<file path="src/rtl/core/sjf_divider.sv">
// restoring divider, one quotient bit per cycle, two dividends over one divisor
`timescale 1ns / 1ps
module sjf_divider #(
  parameter int unsigned DVD_W = 28,
  parameter int unsigned DVS_W = 7
) (
  input  logic             clk_i,
  input  logic             rst_ni,
  input  logic             start_i,
  input  logic [DVD_W-1:0] dvd_a_i,
  input  logic [DVD_W-1:0] dvd_b_i,
  input  logic [DVS_W-1:0] dvs_i,
  output logic             done_o,
  output logic [DVD_W-1:0] quo_a_o,
  output logic [DVD_W-1:0] quo_b_o
);

  localparam int unsigned CntW = $clog2(DVD_W + 1);

  logic            busy_q;
  logic [CntW-1:0] cnt_q;
  logic [DVS_W-1:0] dvs_q;
  logic [DVS_W-1:0] rem_a_q, rem_b_q;
  logic [DVD_W-1:0] quo_a_q, quo_b_q;
  logic [DVS_W:0]   trial_a, trial_b;
  logic             fit_a, fit_b;

  assign trial_a = {rem_a_q, quo_a_q[DVD_W-1]};
  assign trial_b = {rem_b_q, quo_b_q[DVD_W-1]};
  assign fit_a   = trial_a >= {1'b0, dvs_q};
  assign fit_b   = trial_b >= {1'b0, dvs_q};

  always_ff @(posedge clk_i or negedge rst_ni) begin
    if (!rst_ni) begin
      busy_q <= 1'b0;
      cnt_q  <= '0;
      done_o <= 1'b0;
    end else begin
      done_o <= 1'b0;
      if (start_i) begin
        busy_q <= 1'b1;
        cnt_q  <= '0;
      end else if (busy_q) begin
        cnt_q <= cnt_q + 1'b1;
        if (cnt_q == CntW'(DVD_W - 1)) begin
          busy_q <= 1'b0;
          done_o <= 1'b1;
        end
      end
    end
  end

  always_ff @(posedge clk_i) begin
    if (start_i) begin
      dvs_q   <= dvs_i;
      rem_a_q <= '0;
      rem_b_q <= '0;
      quo_a_q <= dvd_a_i;
      quo_b_q <= dvd_b_i;
    end else if (busy_q) begin
      rem_a_q <= fit_a ? DVS_W'(trial_a - {1'b0, dvs_q}) : trial_a[DVS_W-1:0];
      rem_b_q <= fit_b ? DVS_W'(trial_b - {1'b0, dvs_q}) : trial_b[DVS_W-1:0];
      quo_a_q <= {quo_a_q[DVD_W-2:0], fit_a};
      quo_b_q <= {quo_b_q[DVD_W-2:0], fit_b};
    end
  end

  assign quo_a_o = quo_a_q;
  assign quo_b_o = quo_b_q;

endmodule

</file>
<file path="config.mk">
export PLATFORM = sky130hd
export DESIGN_NAME = sjf_divider
export DESIGN_NICKNAME = d
export VERILOG_FILES = /design/src/rtl/core/sjf_divider.sv
export SDC_FILE = /design/constraint.sdc
export NUM_CORES = 1
export LEC_CHECK = 0
export BUFFER_PORTS_ARGS = -buffer_cell sky130_fd_sc_hd__buf_2
export CORE_MARGIN = 3
export CORE_UTILIZATION = 48
export DETAILED_ROUTE_END_ITERATION = 10
export PLACE_DENSITY = 0.77
export SLEW_MARGIN = 20
export SYNTH_ARGS = -nofsm -noshare
export SYNTH_HDL_FRONTEND = slang
export SYNTH_SLANG_ARGS = --single-unit
</file>
<file path="constraint.sdc">
create_clock -name clk_i -period 2.2 [get_ports clk_i]
set_clock_uncertainty 0.2 [all_clocks]
set_input_delay 0.11 -clock clk_i [delete_from_list [all_inputs] [get_ports clk_i]]
set_output_delay 0.11 -clock clk_i [all_outputs]
set_load 0.02 [all_outputs]
</file>
==> metrics <==
Cell Area, Synth 4500 um2; Hold Violations, Final 0; warnings from Yosys 0; area grow syn2layout 42.3%; fillers 561; Clock Latency Late Sink 370 ps; Finished Layout Cells 668; pin count of the biggest net entering global routing 29; syn nets 440; placed insts 584; Clock Power Share 0.197; P_int 3.76 mW; Reg clk slew, reported paths 90 ps; starting density of the core 0.504; Sw Share 0.370; violated checks negative setup slack; clock buffer count from CTS 9; nets 637; Clock Tree Buf Depth 2; most frequent cell after synthesis edfxtp_1; DRC errors left 0; total power 5.96 mW; RSZ-0062 raised after global routing yes; DR WL/cell 18.7 um; synth top area cells edfxtp_1 (42%), mux2_2 (14%), dfxtp_1 (6.2%); Max IR drop VDD 0.000570 V; ANT nets after route 0; first-pass GRT wire length 20.0 mm; largest area contributor in the netlist edfxtp_1; sequential-to-total area share from yosys stat 0.521; Post-synth EDFFs 63; total die area 10600 um2; post-layout minimum cycle time 2280 ps; CP Class flip-flop to flip-flop; Core ar. 8930 um2; Synth Flop Type edfxtp_1; Max-Cap Viols 0; CP Launch Type flip-flop; Synth Register Bits 84; number of antenna violations at the first check in global routing 0; die height 103 um; worst-margin pin slew 390 ps; synthesized area per cell 12.6 um2; combinational fraction of design power 0.432; CP Max Fanout 6; gr ovfl total 0; clock sink count 84; Tightest Hold Check Type primary input to flip-flop; Yosys cell types 52; net switching power 2.20 mW; DRT iter0 DRCs 225; setup TNS -574 ps; status complete, but fails checks; GRT Total Usage 0.248; Yosys top cell area share 0.420; final setup fails 12; Seq pwr share 0.371; fmax 439 MHz; Arrival @ worst endpoint 2350 ps; DR pass1 iterations 4; vias in the first global route 3994; Ports 123; GP Congestion 0.881; CTS tree done; FF+latch area 2350 um2; vias per cell 5.51; required time of the critical path 2270 ps; Final HPWL DP 7.73 mm; Mapped Cells 357; Die X 103 um; Final WS setup -77.6 ps; total number of vias 3684; row cnt 34; root buf cell clkbuf_8; share of cells above drive strength 1 0.462; crit share post-route 1.04; post-synthesis async set-or-reset flop share 0.0833; IO Port Bufs 122; Pwr Density 930 nW/um2; leakage 2.68 nW; CP endpoint kind flip-flop; area occupied by multi-input gates 2180 um2; most common library cells after synthesis edfxtp_1 (63), mux2_2 (54), nor2_1 (23), inv_1 (17), ha_1 (15); Relative slew margins 0.740; total wire length 12.5 mm; Final Max Slew Viols 0; htree depth 3
-- sequential cells by signal (all words and copies together) (netlist names) --
register / flops
quo_a_o: 28
rem_a_q: 7
quo_b_o: 28
busy_q: 1
cnt_q: 5
done_o: 1
rem_b_q: 7
dvs_q: 7
-- through the flow --
step | hold slack [ps] | util | cell area (um2) | setup slack, ps
6_report | 259 | 0.717 | 6410 | -77.6
2_1_floorplan | -386 | - | 4560 | -169
5_1_grt | 262 | 0.717 | 6400 | -158
3_5_place_dp | -252 | 0.601 | 5370 | -72.2
4_1_cts | 241 | 0.709 | 6340 | -88.6
3_3_place_gp | -248 | 0.601 | 5370 | -10.3
-- worst max-delay path: stages (launching register included) --
cell	delay (ps)
edfxtp_1	480
ha_4	210
fa_2	340
nand2b_4	150
a211o_4	350
and3_4	230
o31ai_2	230
-- path summary, 6_finish.rpt --
check | startpoint | end | slack (ps) | depth (start not counted)
setup / recovery | dvs_q[0]$_DFFE_PP_ | rem_a_q[4]$_SDFFE_PP0P_ | -80 | 6
hold reg to reg | rem_b_q[1]$_SDFFE_PP0P_ | rem_b_q[2]$_SDFFE_PP0P_ | 340 | 2
min in group asynchronous | rst_ni | cnt_q[2]$_DFFE_PN0P_ | 500 | 3
max in group asynchronous | rst_ni | busy_q$_DFF_PN0_ | 1070 | 3
setup reg to reg | dvs_q[0]$_DFFE_PP_ | rem_a_q[4]$_SDFFE_PP0P_ | -80 | 6
hold / removal | dvs_i[6] | dvs_q[6]$_DFFE_PP_ | 260 | 2
-- power by group through the flow --
stage          combinational [mW]  sequential (mW)  clock [mW]
6_report                     2.58             2.21        1.17
2_1_floorplan                1.53             2.33           0
4_1_cts                      2.41             2.19        1.17
3_5_place_dp                 2.19             2.22           0
3_3_place_gp                 2.13             2.22           0
5_1_grt                      2.80             2.24        1.25
-- cells by family (layout without fill, tap and decap cells) --
| logic type | count (synthesis) | after routing | synth area share |
|---|---|---|---|
| compound gates | 65 | 65 | 0.123 |
| xor+xnor | 8 | 8 | 0.0156 |
| fa+ha+maj | 17 | 17 | 0.0506 |
| buf+inv | 39 | 241 | 0.0414 |
| flops | 84 | 84 | 0.521 |
| mux | 57 | 57 | 0.142 |
| other cells | 0 | 1 | 0 |
| simple gates | 87 | 87 | 0.107 |
-- layout make-up --
class                      count  area share
sequential                    84       0.366
multi-input combinational    234       0.341
timing repair buffer         208       0.230
tap                          108      0.0211
clock buffer                  10      0.0199
clock inverter                 6      0.0115
inverter                      17     0.00996
antenna                        1    0.000391
-- layer usage --
layer / share of wire / vias up / routed length, um / GRT usage
met1: 0.39 / 1807 / 4900 / 0.301
li1: - / 1739 / - / -
met4: 0.022 / 0 / 269 / 0.0847
met2: 0.53 / 118 / 6590 / 0.433
met3: 0.058 / 20 / 723 / 0.0595
met5: 0 / - / 0 / 0
-- timing repair --
action                     4_1_cts  5_1_grt
resized for setup               18       11
setup endpoints to repair       14       16
hold buffers                    66        0
pin swaps                        8        9
setup buffers                    1        0
hold endpoints to repair        73        0
-- placed cells by master (no fill, tap or decap), types with 5 or more instances in the layout --
| cell type | count |
|---|---|
| buf_2 | 121 |
| dlygate4sd3_1 | 66 |
| edfxtp_1 | 63 |
| mux2_2 | 54 |
| nor2_1 | 23 |
| inv_1 | 15 |
| buf_4 | 15 |
| dfxtp_1 | 14 |
| nand2_1 | 13 |
| ha_1 | 13 |
| nor3b_1 | 11 |
| nor2b_1 | 9 |
| clkbuf_8 | 9 |
| a41oi_2 | 8 |
| dfrtp_1 | 7 |
| nand4_1 | 6 |
| o21ai_0 | 6 |
| xnor2_1 | 5 |
| nand2b_1 | 5 |
| a311oi_2 | 5 |
Power figures use the tool's default switching activity.
