--- src/rtl/core/sjf_pkg.sv ---
// shared types and field widths for the shortest-job-first scheduler
`timescale 1ns / 1ps
package sjf_pkg;

  // width of the input burst field and of the output fields
  localparam int unsigned ProcNumW  = 7;
  localparam int unsigned JobBurstW = 16;
  localparam int unsigned TimeW     = 22;
  localparam int unsigned InDataW   = 16;
  localparam int unsigned OutDataW  = 112;

  // operation a cell of the sorted chain performs
  typedef enum logic [1:0] {
    OP_HOLD   = 2'd0,
    OP_INSERT = 2'd1,
    OP_SHIFT  = 2'd2
  } sjf_op_e;

endpackage

--- src/rtl/core/sjf_cell.sv ---
// one cell of the sorted chain: holds one job, inserts or shifts toward cell 0
`timescale 1ns / 1ps
module sjf_cell
  import sjf_pkg::*;
#(
  parameter int unsigned BW = 16,
  parameter int unsigned NW = 7
) (
  input  logic             clk_i,
  input  logic             rst_ni,
  input  sjf_op_e          op_i,
  input  logic [NW+BW:0]   new_i,      // {valid, number, burst}
  input  logic [NW+BW:0]   left_i,
  input  logic             left_gt_i,
  input  logic [NW+BW:0]   right_i,
  output logic             gt_o,
  output logic [NW+BW:0]   entry_o
);

  logic            valid_q, valid_d;
  logic [NW+BW-1:0] data_q, data_d;

  // slot is empty or holds a strictly longer job, so the new job goes at or before it
  assign gt_o    = !valid_q || (data_q[BW-1:0] > new_i[BW-1:0]);
  assign entry_o = {valid_q, data_q};

  always_comb begin
    valid_d = valid_q;
    data_d  = data_q;
    unique case (op_i)
      OP_INSERT: begin
        if (gt_o) begin
          if (left_gt_i) begin
            valid_d = left_i[NW+BW];
            data_d  = left_i[NW+BW-1:0];
          end else begin
            valid_d = new_i[NW+BW];
            data_d  = new_i[NW+BW-1:0];
          end
        end
      end
      OP_SHIFT: begin
        valid_d = right_i[NW+BW];
        data_d  = right_i[NW+BW-1:0];
      end
      default: begin
        valid_d = valid_q;
        data_d  = data_q;
      end
    endcase
  end

  always_ff @(posedge clk_i or negedge rst_ni) begin
    if (!rst_ni) begin
      valid_q <= 1'b0;
    end else begin
      valid_q <= valid_d;
    end
  end

  always_ff @(posedge clk_i) begin
    data_q <= data_d;
  end

endmodule

--- config.mk ---
export PLATFORM = sky130hd
export DESIGN_NAME = sjf_cell
export DESIGN_NICKNAME = d
export VERILOG_FILES = /design/src/rtl/core/sjf_pkg.sv /design/src/rtl/core/sjf_cell.sv
export SDC_FILE = /design/constraint.sdc
export NUM_CORES = 1
export LEC_CHECK = 0
export ABC_CLOCK_PERIOD_IN_PS = 2800
export BUFFER_PORTS_ARGS = -buffer_cell sky130_fd_sc_hd__buf_2
export CELL_PAD_IN_SITES_DETAIL_PLACEMENT = 0
export CELL_PAD_IN_SITES_GLOBAL_PLACEMENT = 1
export CORE_MARGIN = 4
export CORE_UTILIZATION = 31
export DETAILED_ROUTE_END_ITERATION = 8
export PLACE_DENSITY_LB_ADDON = 0.1
export SYNTH_ARGS = -nofsm -noshare
export SYNTH_HDL_FRONTEND = slang
export SYNTH_SLANG_ARGS = --single-unit
--- constraint.sdc ---
create_clock -name clk_i -period 2.8 [get_ports clk_i]
set_input_delay 0.42 -clock clk_i [delete_from_list [all_inputs] [get_ports clk_i]]
set_output_delay 0.42 -clock clk_i [all_outputs]
set_load 0.01 [all_outputs]
==> results_dict.tcl, run 1 <==
set metrics [dict create \
    synthFlopType "edfxtp_1" \
    post_drt_wl_per_cell_microns 12.95 \
    finalSetupViolations 0 \
    die_h_microns 81.85 \
    switchingPower_mw 0.2907 \
    port_buffers 101 \
    min_period_ns 2.441 \
    p_clk_share_pct 28.4 \
    r2r_end "data_q[15]$_DFFE_PP_" \
    drv_cap 0 \
    cts_tree "yes" \
    outcome "finished clean" \
    r2r_cells 7 \
    hpwl_microns 3620 \
    cts.sinks 24 \
    powerDensity_mw_per_mm2 456.5 \
    p_int_mw 0.7825 \
    critPathCaptureType "primary output" \
    utilization_pct 45.17 \
    holdPathEnd "data_q[12]$_DFFE_PP_" \
    path_max_fanout 3 \
    async_flop_share_pct 4.167 \
    viasPerCell 4.479 \
    required_ns 2.38 \
    ys_warn_count 0 \
    worst_slack_ns 0.3591 \
    track_usage_pct 12.93 \
    nets 364 \
    combPwrFrac_pct 27.9 \
    routed_wl_microns 4402 \
    fmax_mhz 409.7 \
    finalInstanceArea_sq_mm 0.002351 \
    synth_nets 262 \
    synth_top_area_cell "edfxtp_1" \
    grt_overflow 0 \
    die_area_sq_mm 0.006699 \
    layout.cells.non_filler 340 \
    rsz0062_at_grt "no" \
    drtIter0Drc 27 \
    cts-resized-gates 0 \
    slew_headroom_pct 73.76 \
    layout-drive-gt1-share_pct 42.22 \
    synth_edf_count 23 \
    die_w_microns 81.85 \
    diodes 0 \
    fillerInstances 527 \
    htreeDepth 1 \
    drc 0 \
    crit_type "reg -> out" \
    hold-path-cell-count 3 \
    synth.area.top_cells "edfxtp_1 (41%), mux2i_1 (14%), ha_1 (12%)" \
    grt_pass1_wl_microns 6686 \
    start_kind "flip-flop" \
    clk_latency_ns 0.26 \
    cp.arrival_ns 2.02 \
    synth_cell_types 30 \
    core_area_sq_mm 0.005205 \
    drv_slew 0 \
    worst_clock_skew_ns 0.002720 \
    ant_nets 0 \
    antenna_found_initial 0 \
    post-cts-setup-buffers 0 \
    hold_viol_final 0 \
    ys_seq_area_share_pct 42.34 \
    clockBufferDepth 2 \
    fin_setup_tns_ns 0 \
    synth_top_area_share_pct 40.86 \
    dp_cells 335 \
    area_delta_synth_final_pct 39.08 \
    dp_slack_ns 0.4244 \
    ys_ff_latch 24 \
    tightest_slew_ns 0.3928 \
    hold_path.class "in -> reg" \
    firstDrtPassIters 4 \
    min_period_over_period_pct 87.18 \
    pwr-share-seq_pct 43.8 \
    hp-start "right_i[12]" \
    clkTransAtPathRegs_ns 0.09 \
    synth_area_per_cell_sq_um 10.00 \
    postSynthCellCount 169 \
    dpl-instance-area_sq_mm 0.002270 \
    grt_pass1_vias 1468 \
    r2r_start "data_q[15]$_DFFE_PP_" \
    num_vias 1523 \
    tritoncts.num_buffers 3 \
    peakVddDrop_mv 0.2458 \
    grt_max_degree 32 \
    p_sw_share_pct 27.09 \
    leakage_nw 1.181 \
    initial_core_util_pct 32.48 \
    place.gp.congestion 0.7701 \
    rows 26 \
    clockRootBuffer "clkbuf_8" \
    netlist_area_sq_mm 0.001690 \
    regToRegSetupSlack_ns 0.59 \
    io_pins 102 \
]
[cells in the final DEF (no fill, tap or decap), drive strengths merged]
cell type / instances
edfxtp: 23
nand2: 25
mux2: 1
a221oi: 1
a211oi: 1
buf: 105
nor2: 3
nand4: 4
nand2b: 2
a21boi: 1
dlygate4sd3: 1
clkbuf: 3
o221ai: 1
dfrtp: 1
nor2b: 3
nand3: 1
ha: 16
nor3: 1
o21ai: 24
and2: 1
inv: 16
a21o: 1
a21oi: 8
mux2i: 23
bufinv: 1
o21a: 1
a211o: 1
o31a: 1
[state kept, by name (all words and copies together) (netlist names)]
| register | flops |
|---|---|
| data_q | 23 |
| valid_q | 1 |
[synthesized netlist by cell type (2+ instances only)]
master    number
nand2_1       25
o21ai_0       24
edfxtp_1      23
mux2i_1       23
ha_1          16
inv_1         16
a21oi_1        7
buf_2          5
nand4_1        3
nor2_1         3
nor2b_1        3
clkbuf_1       2
nand2b_1       2
[logic make-up (layout without fill, tap and decap cells)]
logic type / count (synthesis) / in the layout / share of synthesized area [%]
buffers and inverters: 25 / 126 / 6.588
AO/OA/AOI/OAI: 40 / 40 / 13.55
multiplexers: 24 / 24 / 14.51
adder cells (fa/ha/maj): 16 / 16 / 11.84
AND/OR/NAND/NOR: 40 / 40 / 11.18
flip-flops: 24 / 24 / 42.34
[worst max-delay path: stages, from the launching register on]
cell	delay, ns
edfxtp_1	0.39
ha_1	0.34
nand4_2	0.16
nor3_2	0.23
a21boi_1	0.18
o31a_1	0.20
nand2b_1	0.12
buf_2	0.13
[power by group through the flow]
stage | sequential (mW) | clock, mW | combinational (mW)
finish | 0.470 | 0.304 | 0.299
global route | 0.475 | 0.332 | 0.340
CTS | 0.471 | 0.319 | 0.306
detailed placement | 0.478 | 0 | 0.305
global placement | 0.478 | 0 | 0.303
floorplan | 0.496 | 0 | 0.148
[repair_timing]
item,CTS,global route
endpoints found under the hold margin,1,0
hold buffers,1,0
endpoints found under the setup margin,0,0
[through the flow]
step,power (mW),hold slack (ns)
after global routing,1.146,0.4154
after global placement,0.7809,0.1960
after CTS,1.096,0.4135
after floorplan,0.6439,0.1244
after detailed placement,0.7829,0.1978
final,1.073,0.4239
[worst max-delay path by stage]
stage / from / to / slack [ns] / depth (start not counted)
CTS: data_q[11]$_DFFE_PP_ / gt_o / 0.31 / 7
detailed placement: new_i[15] / data_q[17]$_DFFE_PP_ / 0.42 / 9
global route: data_q[11]$_DFFE_PP_ / gt_o / 0.17 / 7
global placement: new_i[15] / data_q[19]$_DFFE_PP_ / 0.50 / 9
finish: data_q[15]$_DFFE_PP_ / gt_o / 0.36 / 7
floorplan: data_q[15]$_DFFE_PP_ / data_q[0]$_DFFE_PP_ / 0.44 / 6
[routing by layer]
metal / part of all wire [%] / vias to the layer above / GRT usage (%)
li1: - / 805 / -
met1: 43 / 657 / 15.38
met2: 47 / 59 / 22.86
met3: 9.9 / 2 / 4.715
met4: 0.43 / 0 / 1.495
met5: 0 / - / 0
[cell type report]
| cell class | instances | area (sq um) | area share [%] |
|---|---|---|---|
| Timing Repair Buffer | 106 | 545.5 | 23.20 |
| Clock inverter | 1 | 30.03 | 1.277 |
| Multi-Input combinational cell | 120 | 870.8 | 37.04 |
| Tap cell | 70 | 87.58 | 3.725 |
| Sequential cell | 24 | 715.7 | 30.44 |
| Inverter | 16 | 60.06 | 2.555 |
| Clock buffer | 3 | 41.29 | 1.756 |
Note: power is estimated with default switching activity, not from simulation.
==> run 2: changes to the inputs <==
--- a/config.mk
+++ b/config.mk
@@ -12,6 +12,8 @@
 export CORE_MARGIN = 4
 export CORE_UTILIZATION = 31
 export DETAILED_ROUTE_END_ITERATION = 8
+export GPL_TIMING_DRIVEN = 0
+export HOLD_SLACK_MARGIN = 0.1
 export PLACE_DENSITY_LB_ADDON = 0.1
 export SYNTH_ARGS = -nofsm -noshare
 export SYNTH_HDL_FRONTEND = slang
==> run 2 against run 1 <==
Critical path depth unchanged. Clock power decreased by 19%. Routed wire length increased by 6.9%. Register-to-register slack got worse by 0.20 ns. Via count increased by 3.8%. Design area decreased by 0.27%. Non-clock buffer count increased by 4. Sequential power about the same. Power decreased by 5.4%. Fmax decreased by 1.4%. Setup slack got worse by 0.035 ns. Highest routed layer unchanged.
==> results_dict.tcl, run 2 (synthesized netlist as in run 1, its figures left out) <==
set metrics [dict create \
    outcome "finished clean" \
    nets 368 \
    track_usage_pct 14.08 \
    worst_clock_skew_ns 0.006291 \
    required_ns 2.38 \
    clockRootBuffer "clkbuf_8" \
    worst_slack_ns 0.3238 \
    grt_overflow 0 \
    crit_type "reg -> out" \
    initial_core_util_pct 32.48 \
    post-cts-setup-buffers 0 \
    dp_slack_ns -0.1313 \
    leakage_nw 1.180 \
    place.gp.congestion 0.7234 \
    top_layer "met4" \
    post_drt_wl_per_cell_microns 13.68 \
    ant_nets 0 \
    critPathBufInv 1 \
    min_period_over_period_pct 88.44 \
    num_vias 1581 \
    holdPathEnd "data_q[19]$_DFFE_PP_" \
    cts_tree "yes" \
    p_clk_share_pct 24.2 \
    hold_viol_final 0 \
    fmax_mhz 403.8 \
    htreeDepth 1 \
    drv_cap 0 \
    combPwrFrac_pct 29.5 \
    hold-path-cell-count 3 \
    min_period_ns 2.476 \
    grt_max_degree 24 \
    wl_met3_microns 475 \
    total_power_mw 1.015 \
    largest_register_ffs 23 \
    pwr-share-seq_pct 46.3 \
    rsz0062_at_grt "no" \
    drt-met1-wl_microns 2024 \
    routed_wl_microns 4705 \
    cp.arrival_ns 2.06 \
    hold_path.class "in -> reg" \
    critPathTopFamily "simple AND/OR/NAND/NOR gates" \
    port_buffers 100 \
    dp_cells 339 \
    start_kind "flip-flop" \
    p_sw_share_pct 29.33 \
    drtIter0Drc 48 \
    cts.sinks 24 \
    die_h_microns 81.85 \
    antenna_found_initial 0 \
    diodes 0 \
    met2_length_microns 2178 \
    path_max_fanout 3 \
    final_common_cell "buf_2" \
    regToRegSetupSlack_ns 0.39 \
    drc 0 \
    r2r_cells 6 \
    area_delta_synth_final_pct 38.71 \
    slowest_stage "edfxtp_1" \
    grt_pass1_wl_microns 7272 \
    p_int_mw 0.7176 \
    tritoncts.num_buffers 3 \
    grt_pass1_vias 1568 \
    layout-drive-gt1-share_pct 42.34 \
    fillerInstances 569 \
    ff_latch_area_sq_um 715.7 \
    r2r_start "data_q[15]$_DFFE_PP_" \
    max_stage_delay_ns 0.41 \
    clockBufferDepth 2 \
    multi_input_area_sq_um 864.6 \
    critPathCaptureType "primary output" \
    io_pins 102 \
    largest_register "data_q" \
    hp-start "right_i[19]" \
    rows 26 \
    viasPerCell 4.596 \
    die_area_sq_mm 0.006699 \
    final_cell_mix "buf_2 (105), nand2_1 (25), o21ai_0 (24), mux2i_1 (23), edfxtp_1 (23)" \
    powerDensity_mw_per_mm2 433.1 \
    peakVddDrop_mv 0.1826 \
    path_cells "ha_1 -> nand4_2 -> nor3_2 -> a21boi_1 -> o31a_1 -> nand2b_1 -> buf_2" \
    hpwl_microns 3693 \
    die_w_microns 81.85 \
    layout.cells.non_filler 344 \
    drv_slew 0 \
    core_area_sq_mm 0.005205 \
    switchingPower_mw 0.2979 \
    timing.hold.ws_ns 0.4197 \
    tightest_slew_ns 0.5317 \
    clk_latency_ns 0.27 \
    firstDrtPassIters 4 \
    slew_headroom_pct 64.56 \
    reg_top3 "data_q x23, valid_q x1" \
    clkTransAtPathRegs_ns 0.09 \
    r2r_end "data_q[10]$_DFFE_PP_" \
    finalSetupViolations 0 \
]
-- run 2: layer usage --
metal	GRT usage [%]	vias to the layer above
met5	0	-
met1	16.79	699
met4	2.990	0
met2	24.80	63
met3	4.276	4
li1	-	815
-- run 2: final cells by class --
| type | count | share of cell area (%) |
|---|---|---|
| Multi-Input combinational cell | 120 | 36.87 |
| Sequential cell | 24 | 30.52 |
| Timing Repair Buffer | 101 | 21.77 |
| Tap cell | 70 | 3.735 |
| Inverter | 16 | 2.561 |
| Clock buffer | 4 | 2.348 |
| Buffer | 9 | 2.188 |
-- run 2: through the flow --
stage	utilization, %	TNS (ns)	instance area (sq um)
6_report	45.05	0	2345
5_1_grt	45.05	0	2345
4_1_cts	45.05	0	2345
3_5_place_dp	43.77	-2.989	2278
3_3_place_gp	43.77	-3.521	2278
2_1_floorplan	-	0	1690
-- run 2: worst max path at each step --
| stage | cells past startpoint | end | startpoint | slack [ns] |
|---|---|---|---|---|
| floorplan | 6 | data_q[0]$_DFFE_PP_ | data_q[15]$_DFFE_PP_ | 0.44 |
| global placement | 8 | data_q[10]$_DFFE_PP_ | new_i[15] | -0.15 |
| detailed placement | 8 | data_q[10]$_DFFE_PP_ | new_i[15] | -0.13 |
| CTS | 7 | gt_o | data_q[15]$_DFFE_PP_ | 0.28 |
| global route | 7 | gt_o | data_q[15]$_DFFE_PP_ | 0.20 |
| finish | 7 | gt_o | data_q[15]$_DFFE_PP_ | 0.32 |
-- run 2: repair_timing --
| action | CTS | global route |
|---|---|---|
| hold endpoints to repair | 1 | 0 |
| resized for setup | 1 | 0 |
| endpoints found under the setup margin | 23 | 0 |
| hold buffers | 1 | 0 |
-- run 2: power by group through the flow --
stage               registers [mW]  clock network [mW]  logic [mW]
floorplan                    0.496                   0       0.148
global placement             0.477                   0       0.303
detailed placement           0.479                   0       0.305
CTS                          0.470               0.258       0.308
global route                 0.475               0.269       0.343
finish                       0.470               0.246       0.300
-- run 2: worst reg2reg max path: stages, from the launching register on --
cell,delay (ns)
edfxtp_1,0.41
ha_1,0.35
nand4_2,0.16
nor3_2,0.23
a21boi_1,0.18
o31a_1,0.22
a211o_2,0.51
